## src/sv/iplpr_pkg.sv

```systemverilog
// Types, constants and helper functions shared by the IPv4 route table block.
package iplpr_pkg;

  // Table geometry and field widths.
  localparam int MAX_ROUTES = 16;
  localparam int IDX_W      = (MAX_ROUTES > 1) ? $clog2(MAX_ROUTES) : 1;
  localparam int ADDR_W     = 32;
  localparam int LEN_W      = 6;
  localparam int PORT_W     = 3;
  localparam int TTL_W      = 8;

  localparam logic [IDX_W-1:0] LAST_IDX = IDX_W'(MAX_ROUTES - 1);
  localparam logic [LEN_W-1:0] MAX_LEN  = LEN_W'(ADDR_W);
  localparam logic [TTL_W-1:0] TTL_ONE  = TTL_W'(1);

  typedef enum logic [0:0] {
    ACT_ADD   = 1'b0,
    ACT_ROUTE = 1'b1
  } action_e;

  typedef enum logic [2:0] {
    ST_ADDED   = 3'd0,
    ST_DUP     = 3'd1,
    ST_FULL    = 3'd2,
    ST_FWD     = 3'd3,
    ST_TTL     = 3'd4,
    ST_NOROUTE = 3'd5
  } status_e;

  typedef enum logic [1:0] {
    S_IDLE,
    S_SCAN,
    S_DRAIN,
    S_DONE
  } state_e;

  // One stored route.
  typedef struct packed {
    logic [ADDR_W-1:0] prefix;
    logic [LEN_W-1:0]  len;
    logic [PORT_W-1:0] port;
    logic              has_hop;
    logic [ADDR_W-1:0] hop_addr;
  } entry_t;

  // Input transaction payload.
  typedef struct packed {
    action_e           action;
    logic [ADDR_W-1:0] route_prefix_in;
    logic [LEN_W-1:0]  prefix_len_in;
    logic              has_hop_in;
    logic [ADDR_W-1:0] hop_addr_in;
    logic [PORT_W-1:0] port_in;
    logic [ADDR_W-1:0] dst_addr;
    logic [TTL_W-1:0]  ttl_in;
  } in_t;

  // Output transaction payload.
  typedef struct packed {
    status_e           status;
    logic [PORT_W-1:0] out_port;
    logic [ADDR_W-1:0] out_hop_addr;
    logic [TTL_W-1:0]  out_ttl;
  } out_t;

  // Search key presented to the table while it is scanned.
  typedef struct packed {
    logic              is_add;
    logic [ADDR_W-1:0] prefix;
    logic [LEN_W-1:0]  len;
    logic [ADDR_W-1:0] dst;
  } key_t;

  // Control from the sequencer to the table.
  typedef struct packed {
    logic             start;
    logic             rd_en;
    logic [IDX_W-1:0] rd_addr;
    logic             wr_en;
    logic [IDX_W-1:0] wr_addr;
    entry_t           wr_entry;
  } scan_ctl_t;

  // Outcome of a full scan.
  typedef struct packed {
    logic             dup;
    logic             slot_ok;
    logic [IDX_W-1:0] slot;
    logic             found;
    entry_t           best;
  } scan_res_t;

  // Clamp a prefix length to the address width.
  function automatic logic [LEN_W-1:0] sat_len(input logic [LEN_W-1:0] len);
    return (len > MAX_LEN) ? MAX_LEN : len;
  endfunction

  // Mask with the given number of high-order ones.
  function automatic logic [ADDR_W-1:0] len_mask(input logic [LEN_W-1:0] len);
    logic [ADDR_W-1:0] ones;
    ones = '1;
    return (len >= MAX_LEN) ? ones : ~(ones >> len);
  endfunction

endpackage

```

## src/sv/iplpr_in_if.sv

```systemverilog
// Valid/ready channel that carries input transactions.
interface iplpr_in_if
  import iplpr_pkg::*;
();
  logic valid;
  logic ready;
  in_t  data;

  modport source (output valid, output data, input ready);
  modport sink   (input valid, input data, output ready);
endinterface

```

## src/sv/iplpr_out_if.sv

```systemverilog
// Valid/ready channel that carries result transactions.
interface iplpr_out_if
  import iplpr_pkg::*;
();
  logic valid;
  logic ready;
  out_t data;

  modport source (output valid, output data, input ready);
  modport sink   (input valid, input data, output ready);
endinterface

```

## src/sv/iplpr_table.sv

```systemverilog
// Route memory with valid bits and the per-entry compare that runs during a scan.
module iplpr_table
  import iplpr_pkg::*;
(
  input  logic      clk_i,
  input  logic      rst_ni,
  input  scan_ctl_t ctl_i,
  input  key_t      key_i,
  output scan_res_t res_o
);

  entry_t           mem [MAX_ROUTES];
  entry_t           rd_data_q;
  logic             rd_vld_q;
  logic [IDX_W-1:0] rd_idx_q;
  logic [MAX_ROUTES-1:0] valid_q;

  logic             dup_q, dup_d;
  logic             slot_ok_q, slot_ok_d;
  logic [IDX_W-1:0] slot_q, slot_d;
  logic             found_q, found_d;
  entry_t           best_q, best_d;

  logic hit_valid;
  logic match;

  // Synchronous memory: one write port, one registered read port.
  always_ff @(posedge clk_i) begin
    if (ctl_i.wr_en) begin
      mem[ctl_i.wr_addr] <= ctl_i.wr_entry;
    end
    if (ctl_i.rd_en) begin
      rd_data_q <= mem[ctl_i.rd_addr];
    end
  end

  // Track which read data is arriving and which entries hold a route.
  always_ff @(posedge clk_i or negedge rst_ni) begin
    if (!rst_ni) begin
      rd_vld_q <= 1'b0;
      rd_idx_q <= '0;
      valid_q  <= '0;
    end else begin
      rd_vld_q <= ctl_i.rd_en;
      if (ctl_i.rd_en) begin
        rd_idx_q <= ctl_i.rd_addr;
      end
      if (ctl_i.wr_en) begin
        valid_q[ctl_i.wr_addr] <= 1'b1;
      end
    end
  end

  assign hit_valid = valid_q[rd_idx_q];
  assign match     = (key_i.dst & len_mask(rd_data_q.len)) == rd_data_q.prefix;

  // Fold one entry per cycle into the duplicate, free-slot and best-match state.
  always_comb begin
    dup_d     = dup_q;
    slot_ok_d = slot_ok_q;
    slot_d    = slot_q;
    found_d   = found_q;
    best_d    = best_q;
    if (ctl_i.start) begin
      dup_d     = 1'b0;
      slot_ok_d = 1'b0;
      found_d   = 1'b0;
    end else if (rd_vld_q) begin
      if (hit_valid) begin
        if (key_i.is_add) begin
          if (rd_data_q.len == key_i.len && rd_data_q.prefix == key_i.prefix) begin
            dup_d = 1'b1;
          end
        end else if (match && (!found_q || rd_data_q.len > best_q.len)) begin
          found_d = 1'b1;
          best_d  = rd_data_q;
        end
      end else if (!slot_ok_q) begin
        slot_ok_d = 1'b1;
        slot_d    = rd_idx_q;
      end
    end
  end

  always_ff @(posedge clk_i or negedge rst_ni) begin
    if (!rst_ni) begin
      dup_q     <= 1'b0;
      slot_ok_q <= 1'b0;
      found_q   <= 1'b0;
    end else begin
      dup_q     <= dup_d;
      slot_ok_q <= slot_ok_d;
      found_q   <= found_d;
    end
  end

  // Payload of the accumulators needs no reset.
  always_ff @(posedge clk_i) begin
    slot_q <= slot_d;
    best_q <= best_d;
  end

  assign res_o.dup     = dup_q;
  assign res_o.slot_ok = slot_ok_q;
  assign res_o.slot    = slot_q;
  assign res_o.found   = found_q;
  assign res_o.best    = best_q;

endmodule

```

## src/sv/ipv4_longest_prefix_router.sv

```systemverilog
// A route transaction with an expired TTL skips the table scan and goes straight to its result.
// One transaction is handled at a time; each one is paced by the scan of the
// route memory through its single read port, one entry per cycle.
// A new transaction is taken while the previous result still waits in the output register.
// Reset (asynchronous, active low) empties the table at once by clearing the valid bits.
module ipv4_longest_prefix_router
  import iplpr_pkg::*;
(
  input  logic clk_i,
  input  logic rst_ni,
  iplpr_in_if.sink    in_i,
  iplpr_out_if.source out_o
);

  state_e state_q, state_d;
  in_t    req_q;
  logic [IDX_W-1:0] rd_addr_q, rd_addr_d;
  logic   out_valid_q;
  out_t   out_data_q;

  logic      in_accept;
  logic      out_free;
  logic      ttl_dead_in;
  logic      is_add;
  logic      ttl_dead;
  key_t      key;
  scan_ctl_t ctl;
  scan_res_t res;
  out_t      result;
  entry_t    new_entry;

  assign in_i.ready  = (state_q == S_IDLE);
  assign in_accept   = in_i.valid && in_i.ready;
  assign out_free    = !out_valid_q || out_o.ready;
  assign ttl_dead_in = (in_i.data.action == ACT_ROUTE) && (in_i.data.ttl_in <= TTL_ONE);

  assign is_add   = (req_q.action == ACT_ADD);
  assign ttl_dead = (req_q.ttl_in <= TTL_ONE);

  // Search key and the route that an add transaction would store.
  always_comb begin
    key.is_add         = is_add;
    key.len            = sat_len(req_q.prefix_len_in);
    key.prefix         = req_q.route_prefix_in & len_mask(key.len);
    key.dst            = req_q.dst_addr;
    new_entry.prefix   = key.prefix;
    new_entry.len      = key.len;
    new_entry.port     = req_q.port_in;
    new_entry.has_hop  = req_q.has_hop_in;
    new_entry.hop_addr = req_q.hop_addr_in;
  end

  // Next state.
  always_comb begin
    state_d = state_q;
    case (state_q)
      S_IDLE: begin
        if (in_accept) begin
          state_d = ttl_dead_in ? S_DONE : S_SCAN;
        end
      end
      S_SCAN: begin
        if (rd_addr_q == LAST_IDX) begin
          state_d = S_DRAIN;
        end
      end
      S_DRAIN: state_d = S_DONE;
      S_DONE: begin
        if (out_free) begin
          state_d = S_IDLE;
        end
      end
      default: state_d = S_IDLE;
    endcase
  end

  // Sequencer outputs toward the table.
  always_comb begin
    ctl.start    = in_accept;
    ctl.rd_en    = 1'b0;
    ctl.rd_addr  = rd_addr_q;
    ctl.wr_en    = 1'b0;
    ctl.wr_addr  = res.slot;
    ctl.wr_entry = new_entry;
    rd_addr_d    = rd_addr_q;
    case (state_q)
      S_IDLE: begin
        rd_addr_d = '0;
      end
      S_SCAN: begin
        ctl.rd_en = 1'b1;
        rd_addr_d = rd_addr_q + IDX_W'(1);
      end
      S_DONE: begin
        ctl.wr_en = out_free && is_add && !res.dup && res.slot_ok;
      end
      default: begin
        rd_addr_d = rd_addr_q;
      end
    endcase
  end

  // Result of the finished transaction.
  always_comb begin
    result.status       = ST_ADDED;
    result.out_port     = '0;
    result.out_hop_addr = '0;
    result.out_ttl      = '0;
    if (is_add) begin
      if (res.dup) begin
        result.status = ST_DUP;
      end else if (!res.slot_ok) begin
        result.status = ST_FULL;
      end
    end else if (ttl_dead) begin
      result.status = ST_TTL;
    end else if (!res.found) begin
      result.status = ST_NOROUTE;
    end else begin
      result.status       = ST_FWD;
      result.out_port     = res.best.port;
      result.out_hop_addr = res.best.has_hop ? res.best.hop_addr : req_q.dst_addr;
      result.out_ttl      = req_q.ttl_in - TTL_ONE;
    end
  end

  // Control registers.
  always_ff @(posedge clk_i or negedge rst_ni) begin
    if (!rst_ni) begin
      state_q     <= S_IDLE;
      rd_addr_q   <= '0;
      out_valid_q <= 1'b0;
    end else begin
      state_q   <= state_d;
      rd_addr_q <= rd_addr_d;
      if (state_q == S_DONE && out_free) begin
        out_valid_q <= 1'b1;
      end else if (out_o.ready) begin
        out_valid_q <= 1'b0;
      end
    end
  end

  // Payload registers.
  always_ff @(posedge clk_i) begin
    if (in_accept) begin
      req_q <= in_i.data;
    end
    if (state_q == S_DONE && out_free) begin
      out_data_q <= result;
    end
  end

  assign out_o.valid = out_valid_q;
  assign out_o.data  = out_data_q;

  iplpr_table u_table (
    .clk_i  (clk_i),
    .rst_ni (rst_ni),
    .ctl_i  (ctl),
    .key_i  (key),
    .res_o  (res)
  );

endmodule

```

## src/flat_wrapper.sv

```systemverilog
// flat-port wrapper written by rule: the top's interface ports become plain ports
module ipv4_longest_prefix_router_flat import iplpr_pkg::*;
  (clk_i, rst_ni, in_i_valid, in_i_data, in_i_ready, out_o_valid, out_o_data, out_o_ready);
  iplpr_in_if in_i_i ();
  iplpr_out_if out_o_i ();
  input  logic clk_i;
  input  logic rst_ni;
  input wire logic [$bits(in_i_i.valid)-1:0] in_i_valid;
  input wire logic [$bits(in_i_i.data)-1:0] in_i_data;
  output wire logic [$bits(in_i_i.ready)-1:0] in_i_ready;
  output wire logic [$bits(out_o_i.valid)-1:0] out_o_valid;
  output wire logic [$bits(out_o_i.data)-1:0] out_o_data;
  input wire logic [$bits(out_o_i.ready)-1:0] out_o_ready;
  assign in_i_i.valid = in_i_valid;
  assign in_i_i.data = in_i_data;
  assign in_i_ready = in_i_i.ready;
  assign out_o_valid = out_o_i.valid;
  assign out_o_data = out_o_i.data;
  assign out_o_i.ready = out_o_ready;
  ipv4_longest_prefix_router u_core (.clk_i(clk_i), .rst_ni(rst_ni), .in_i(in_i_i), .out_o(out_o_i));
endmodule
```

## config.mk

```make
export PLATFORM = sky130hd
export DESIGN_NAME = ipv4_longest_prefix_router_flat
export DESIGN_NICKNAME = d
export VERILOG_FILES = /design/src/sv/iplpr_pkg.sv /design/src/sv/iplpr_in_if.sv /design/src/sv/iplpr_out_if.sv /design/src/sv/iplpr_table.sv /design/src/sv/ipv4_longest_prefix_router.sv /design/src/flat_wrapper.sv
export SDC_FILE = /design/constraint.sdc
export NUM_CORES = 1
export LEC_CHECK = 0
export ABC_AREA = 1
export BUFFER_PORTS_ARGS = -buffer_cell sky130_fd_sc_hd__buf_2
export CORE_MARGIN = 2
export CORE_UTILIZATION = 45
export DETAILED_ROUTE_END_ITERATION = 7
export PLACE_DENSITY_LB_ADDON = 0.15
export SYNTH_ARGS = -nofsm -noshare
export SYNTH_HDL_FRONTEND = slang
export SYNTH_SLANG_ARGS = --single-unit
```

## constraint.sdc

```tcl
create_clock -name clk_i -period 6.9 [get_ports clk_i]
set_clock_uncertainty 0.05 [all_clocks]
set_input_delay 0.69 -clock clk_i [delete_from_list [all_inputs] [get_ports clk_i]]
set_output_delay 0.69 -clock clk_i [all_outputs]
set_load 0.005 [all_outputs]
```

Word level (Yosys, flattened, before mapping)

Memories as Yosys holds them, arrays and structs flattened. A register that Yosys moved wholly into a read port is not among the register bits.
Index checks and enable logic that the tools add are counted.

Register bits: 238
Bits in latches: 0
RAM bits: 1,184
Memory bits (read-only): 0
Bits of input ports: 119
Output and inout bits: 48
Word-level logic and storage cells: 129
Memories kept: 1

Memory list:

| name               | depth | width | read ports | clocked after memory_dff | wr ports | RTL line          | source |
|---|---|---|---|---|---|---|---|
| u_core.u_table.mem | 16    | 74    | 1          | 1                        | 1        | iplpr_table.sv:12 | `entry_t mem [MAX_ROUTES];` |

$add $sub $neg: 2
Multipliers: 0
Divide/modulo/power cells: 0
Magnitude comparators: 9
Equal/unequal tests: 12
Shifts and indexed selects: 2
Mux-type cells: 38
Bitwise logic cells: 10
Reduce and logical (&&, ||, !) cells: 29

Operators by type and width:

| cell                                                           | count |
|---|---|
| two-way mux 32 bit                                             | 3 |
| bitwise AND 32 bit                                             | 2 |
| equality test 32 bit                                           | 2 |
| inverter 32 bit                                                | 2 |
| right shift 32 x 6 -> 32 bit, first input constant             | 2 |
| two-way mux 1 bit                                              | 21 |
| less-or-equal comparator 8 x 1 -> 1 bit, second input constant | 2 |
| bitwise OR 16 bit                                              | 1 |
| nonzero test 2 bit                                             | 7 |
| greater-or-equal comparator 6 bit, second input constant       | 2 |
| two-way mux 3 bit                                              | 4 |
| AND reduction 4 bit                                            | 3 |
| < comparator 4 x 5 -> 1 bit, second input constant             | 2 |
| two-way mux 2 bit                                              | 5 |
| logical AND 1 bit                                              | 9 |
| one-hot mux 2 bit (4 select lines)                             | 1 |
| one-hot mux 4 bit (2 select lines)                             | 1 |
| subtractor 8 x 1 -> 8 bit, second input constant               | 1 |
| equality test 6 bit                                            | 1 |
| > comparator 6 bit                                             | 1 |
| > comparator 6 bit, second input constant                      | 1 |
| two-way mux 6 bit                                              | 1 |
| inequality test 2 x 1 -> 1 bit, second input constant          | 3 |
| inverter 1 bit                                                 | 5 |
| other kinds (15)                                               | 20 |

Depth between registers and ports, before layout

Depth after elaboration: 13
Gate-level depth with buffers: 15
Depth with buffers taken out: 14

Cells and area by module

Synthesis repeated with hierarchy kept, for this count alone.

Cells, all modules: 4,241
Area total of the unflattened synthesis: 60,689.5 um2

By module, submodules not included:

| module                     | times used | cells an instance | area each (um2) | sequential area each (um2) |
|---|---|---|---|---|
| iplpr_table                | 1          | 3,757             | 54,131.9        | 40,719.1 |
| ipv4_longest_prefix_router | 1          | 484               | 6,557.5         | 5,009.8 |

Worst setup path after synthesis

Ideal clock, no wire load.

Kind: input-to-reg
Start point: in out_o_ready
End point: mem u_core.u_table.mem[10][0] in the netlist's numbering, enable pin
Library setup time: 0.507 ns
Data arrival time: 4.571 ns
Required time: 6.343 ns
Slack: 1.772 ns
Stages on the path: 4
Buffers on the path: 0
Cell sequence: nor2_1 nor4_1 nand3_1 nor2_1

Word-level cells in the longest chain between the ends: 7

Ends and longest elaborated chain:

| element                                 | RTL line                         | source |
|---|---|---|
| start: declaration                      | flat_wrapper.sv:13               | `input wire logic [$bits(out_o_i.ready)-1:0] out_o_ready;` |
| logical OR 1 bit                        | ipv4_longest_prefix_router.sv:34 | `assign out_free = !out_valid_q \|\| out_o.ready;` |
| logical AND 1 bit (3 in series)         | ipv4_longest_prefix_router.sv:95 | `ctl.wr_en = out_free && is_add && !res.dup && res.slot_ok;` |
| two-way mux 1 bit                       | ipv4_longest_prefix_router.sv:86 | `case (state_q)` |
| two-way mux 1 bit                       | iplpr_table.sv:29                | `if (ctl_i.wr_en) begin` |
| two-way mux 1 bit (implied by the code) | iplpr_table.sv:30                | `mem[ctl_i.wr_addr] <= ctl_i.wr_entry;` |
| end: declaration                        | iplpr_table.sv:12                |  |

No other way between the ends.

Final worst setup path

Start point: reg u_core.state_q[0]
End point: mem u_core.u_table.mem[7][45] in the netlist's numbering, enable pin

Word-level cells in the longest chain between the ends: 4

Ends and longest elaborated chain:

| element                                 | RTL line                          | source |
|---|---|---|
| start: declaration                      | ipv4_longest_prefix_router.sv:15  | `state_e state_q, state_d;` |
| start signal: assignment                | ipv4_longest_prefix_router.sv:134 | `state_q <= state_d;` |
| equality test 2 bit                     | ipv4_longest_prefix_router.sv:86  |  |
| two-way mux 1 bit                       | ipv4_longest_prefix_router.sv:86  |  |
| two-way mux 1 bit                       | iplpr_table.sv:29                 |  |
| two-way mux 1 bit (implied by the code) | iplpr_table.sv:30                 |  |

No other way between the ends.

==> impl_metrics.ini <==
[global_routing]
grtUsageTotal = 0.252
grt_antenna_before_repair = 1
overflow = 0
grt_pass1_vias = 34530
grt_start_max_net_pins = 178
grt_pass1_wl_mm = 241

[sta]
min_period_over_period = 0.581
finalSetupViolations = 0
hold_viol_final = 0
grt_setup_unrepaired = false
period_minus_slack_ns = 4.01
max_freq_mhz = 249
slew_headroom = 0.108
worstMarginPinSlew_ns = 1.33
maxSlewViolCount = 0
final.setup.tns_ns = 0

[pwr]
vdd_ir_drop_max_mv = 0.278
leakagePower_nw = 22.6
power.density_mw_per_mm2 = 364

[setup_path]
r2r_cells = 6
r2r_slack_ns = 2.89
arrival_ns = 4.38
crit_slowest_cell = nor2_4
worstPathCellList = ha_1 > inv_1 > nor4_1 > nand3_1 > nor2_4 > buf_12
critPathCaptureType = flip-flop
worstSetupStartpointType = flip-flop
slowest_delay_ns = 1.06
worstSetupPathType = reg2reg
reg2reg_from = u_core.state_q[0]
cp.required_ns = 7.27
reg2reg_to = u_core.u_table.mem[7][45]
cp_max_fo = 46

[logic_synthesis]
avgSynthCellArea_sq_um = 13.7
netlist_area_sq_mm = 0.0578
syn_inst = 4217
synth_flop_cell = edfxtp_1
seq_area_frac_synth = 0.775
ys_types = 51
syn-num-nets = 4349
synth_edf_count = 1465
async_flop_share = 0.0207
ys_warn_count = 0
synth_seq_cells = 1496

[routing]
antenna_left = 0
viasPerCell = 5.83
drt_first_pass_iters = 6
vias = 36299
drc = 0
wl_per_cell_um = 26.8
totalWireLength_mm = 167
drt_iter0_drc = 4490

[clock_tree]
cts_max_path_buffers = 3
root_buffer = clkbuf_16
cts_setup_buffers = 0
cts_buffers = 155
path_clk_slew_ns = 0.06
cts.sinks = 1496
clk_latency_ns = 0.79
htreeDepth = 4
cts_tree = yes

[floorplanning]
num_io_pins = 167
start_util = 0.453
coreArea_sq_mm = 0.128
die_area_sq_mm = 0.131
rows = 131
die_w_um = 362
die_y_um = 362

[finish]
final-seq-area_sq_mm = 0.0448
nets = 4567
multi_input_area_sq_mm = 0.0117
syn_to_final_growth_pct = 14.7
nFillCells = 10625
stdcell_count = 6224
drive_above_1_share = 0.107

[placed_design]
gp_congestion = 0.895
dpl.cell_count = 5850
io_buffers = 166
dpl.hpwl_mm = 90.0

[worst_hold_path]
hp-start = in_i_data[112]
holdPathStages = 1
hp-class = in2reg
whs_endpoint = u_core.req_q[112]

[run_status]
status = complete, no violations

[run]
maxCapViolCount = 0
## worst max-delay path: cells and delay by family (launching register included)
family	cells	cell delay (ns)
AND/OR/NAND/NOR	3	2.44
buffers and inverters	2	0.49
flip-flops	1	0.42
adder cells (fa/ha/maj)	1	0.19
## worst max path at each step
stage	start	endpoint	slack (ns)	cells after the start
final	u_core.state_q[0]	u_core.u_table.mem[7][45]	2.89	6
after global routing	u_core.state_q[0]	u_core.u_table.mem[7][27]	2.69	6
after CTS	u_core.state_q[0]	u_core.u_table.mem[7][44]	2.94	6
after detailed placement	out_o_ready	u_core.u_table.mem[7][44]	2.77	6
after global placement	out_o_ready	u_core.u_table.mem[7][46]	2.77	6
after floorplan	out_o_ready	u_core.u_table.mem[10][0]	1.77	4
## area by class of cell
class / count / area share
diodes: 2 / 0.0000755
clock buffers: 204 / 0.0624
clock inverters: 78 / 0.0113
inverters: 123 / 0.00738
multi-input cells: 2350 / 0.176
flip-flops and latches: 1496 / 0.676
well taps: 1662 / 0.0314
repair buffers: 309 / 0.0352
## cells in the final DEF, fill, tap and decap left out, types with 5 or more instances in the layout
cell type      synthesis  final
nand3_1              192    192
clkinv_2               0     21
inv_2                  7      6
o221ai_1              64     64
ha_1                  13     12
xor2_1                26     26
a221oi_1              83     83
nand4_1               78     78
a21oi_1              212    212
nand2_1              714    712
clkbuf_16              0    158
o22ai_1               90     90
clkbuf_1             168     45
o211ai_1              10     10
or2_2                  7      7
nor4_1                 5      5
nor3_1                 5      5
bufinv_16              0     10
dlygate4sd3_1          0     90
buf_12                 0     16
clkinv_8               0      8
o21ai_0              420    420
nor2_4                 4     23
buf_2                 64    166
nand2_2                4      5
clkinv_1               1     30
edfxtp_1            1465   1465
buf_4                  1     37
inv_1                114    109
dfrtp_1               31     27
inv_6                  0      6
nor2_1               388    369
## Yosys cell counts (5+ instances only)
master	instances	area, sq um
nand2_1	714	2680
nor3_1	5	25.0
dfrtp_1	31	776
a21oi_1	212	1060
o211ai_1	10	75.1
inv_1	114	428
o221ai_1	64	561
nand3_1	192	961
nor4_1	5	31.3
edfxtp_1	1465	44000
inv_2	7	26.3
or2_2	7	43.8
xor2_1	26	228
o22ai_1	90	563
buf_1	12	45.0
clkbuf_1	168	631
a221oi_1	83	727
nand4_1	78	488
o21ai_0	420	2100
buf_2	64	320
ha_1	13	163
nor2_1	388	1460
## layer usage
| layer | vias up | track usage | share of wire |
|---|---|---|---|
| li1 | 16094 | - | - |
| met1 | 18276 | 0.376 | 0.45 |
| met2 | 1683 | 0.376 | 0.44 |
| met3 | 244 | 0.0516 | 0.090 |
| met4 | 2 | 0.0683 | 0.025 |
| met5 | - | 0 | 0.000078 |
## registers in the layout, indices dropped and copies added, names as in the netlist
| register | flops |
|---|---|
| u_core.u_table.mem | 1184 |
| u_core.u_table.rd_data_q | 74 |
| u_core.req_q | 47 |
| u_core.out_o.data | 46 |
| u_core.u_table.res_o | 42 |
| u_core.ctl | 36 |
| u_core.key | 32 |
| u_core.u_table.valid_q | 16 |
| u_core.rd_addr_q | 4 |
| u_core.u_table.rd_idx_q | 4 |
| u_core.u_table.slot_q | 4 |
| u_core.state_q | 2 |
| u_core.out_o.valid | 1 |
| u_core.u_table.dup_q | 1 |
| u_core.u_table.found_q | 1 |
| u_core.u_table.rd_vld_q | 1 |
| u_core.u_table.slot_ok_q | 1 |
## metrics by stage
stage                     setup slack, ns  hold WS, ns  total power, mW  cell area (sq um)   util
after floorplan                      1.77        0.344             14.3              57800      -
after detailed placement             2.77        0.356             16.1              60500  0.474
after global placement               2.77        0.352             16.0              60500  0.474
final                                2.89       0.0490             24.1              66300  0.520
after CTS                            2.94     0.000324             24.2              66300  0.520
after global routing                 2.69       0.0151             25.0              66300  0.520
## kinds of logic after synthesis
group | Yosys count | share of synthesized area
AND/OR/NAND/NOR | 1408 | 0.101
multiplexers | 1 | 0.000173
adder cells (fa/ha/maj) | 13 | 0.00281
buffers and inverters | 371 | 0.0260
flip-flops | 1496 | 0.775
AO/OA/AOI/OAI | 898 | 0.0906
XOR/XNOR | 30 | 0.00455
## timing repair
item | 4_1_cts | 5_1_grt
hold endpoints to repair | 120 | 0
hold buffers | 90 | 0
resized for setup | 0 | 0
## where the power goes
part,switching [mW],internal (mW),leakage [nW]
clock,3.50,4.62,2.37
sequential,0.778,11.0,13.6
combinational,3.14,1.10,6.57
total,7.42,16.7,22.6
(Power assumes the default switching activity.)
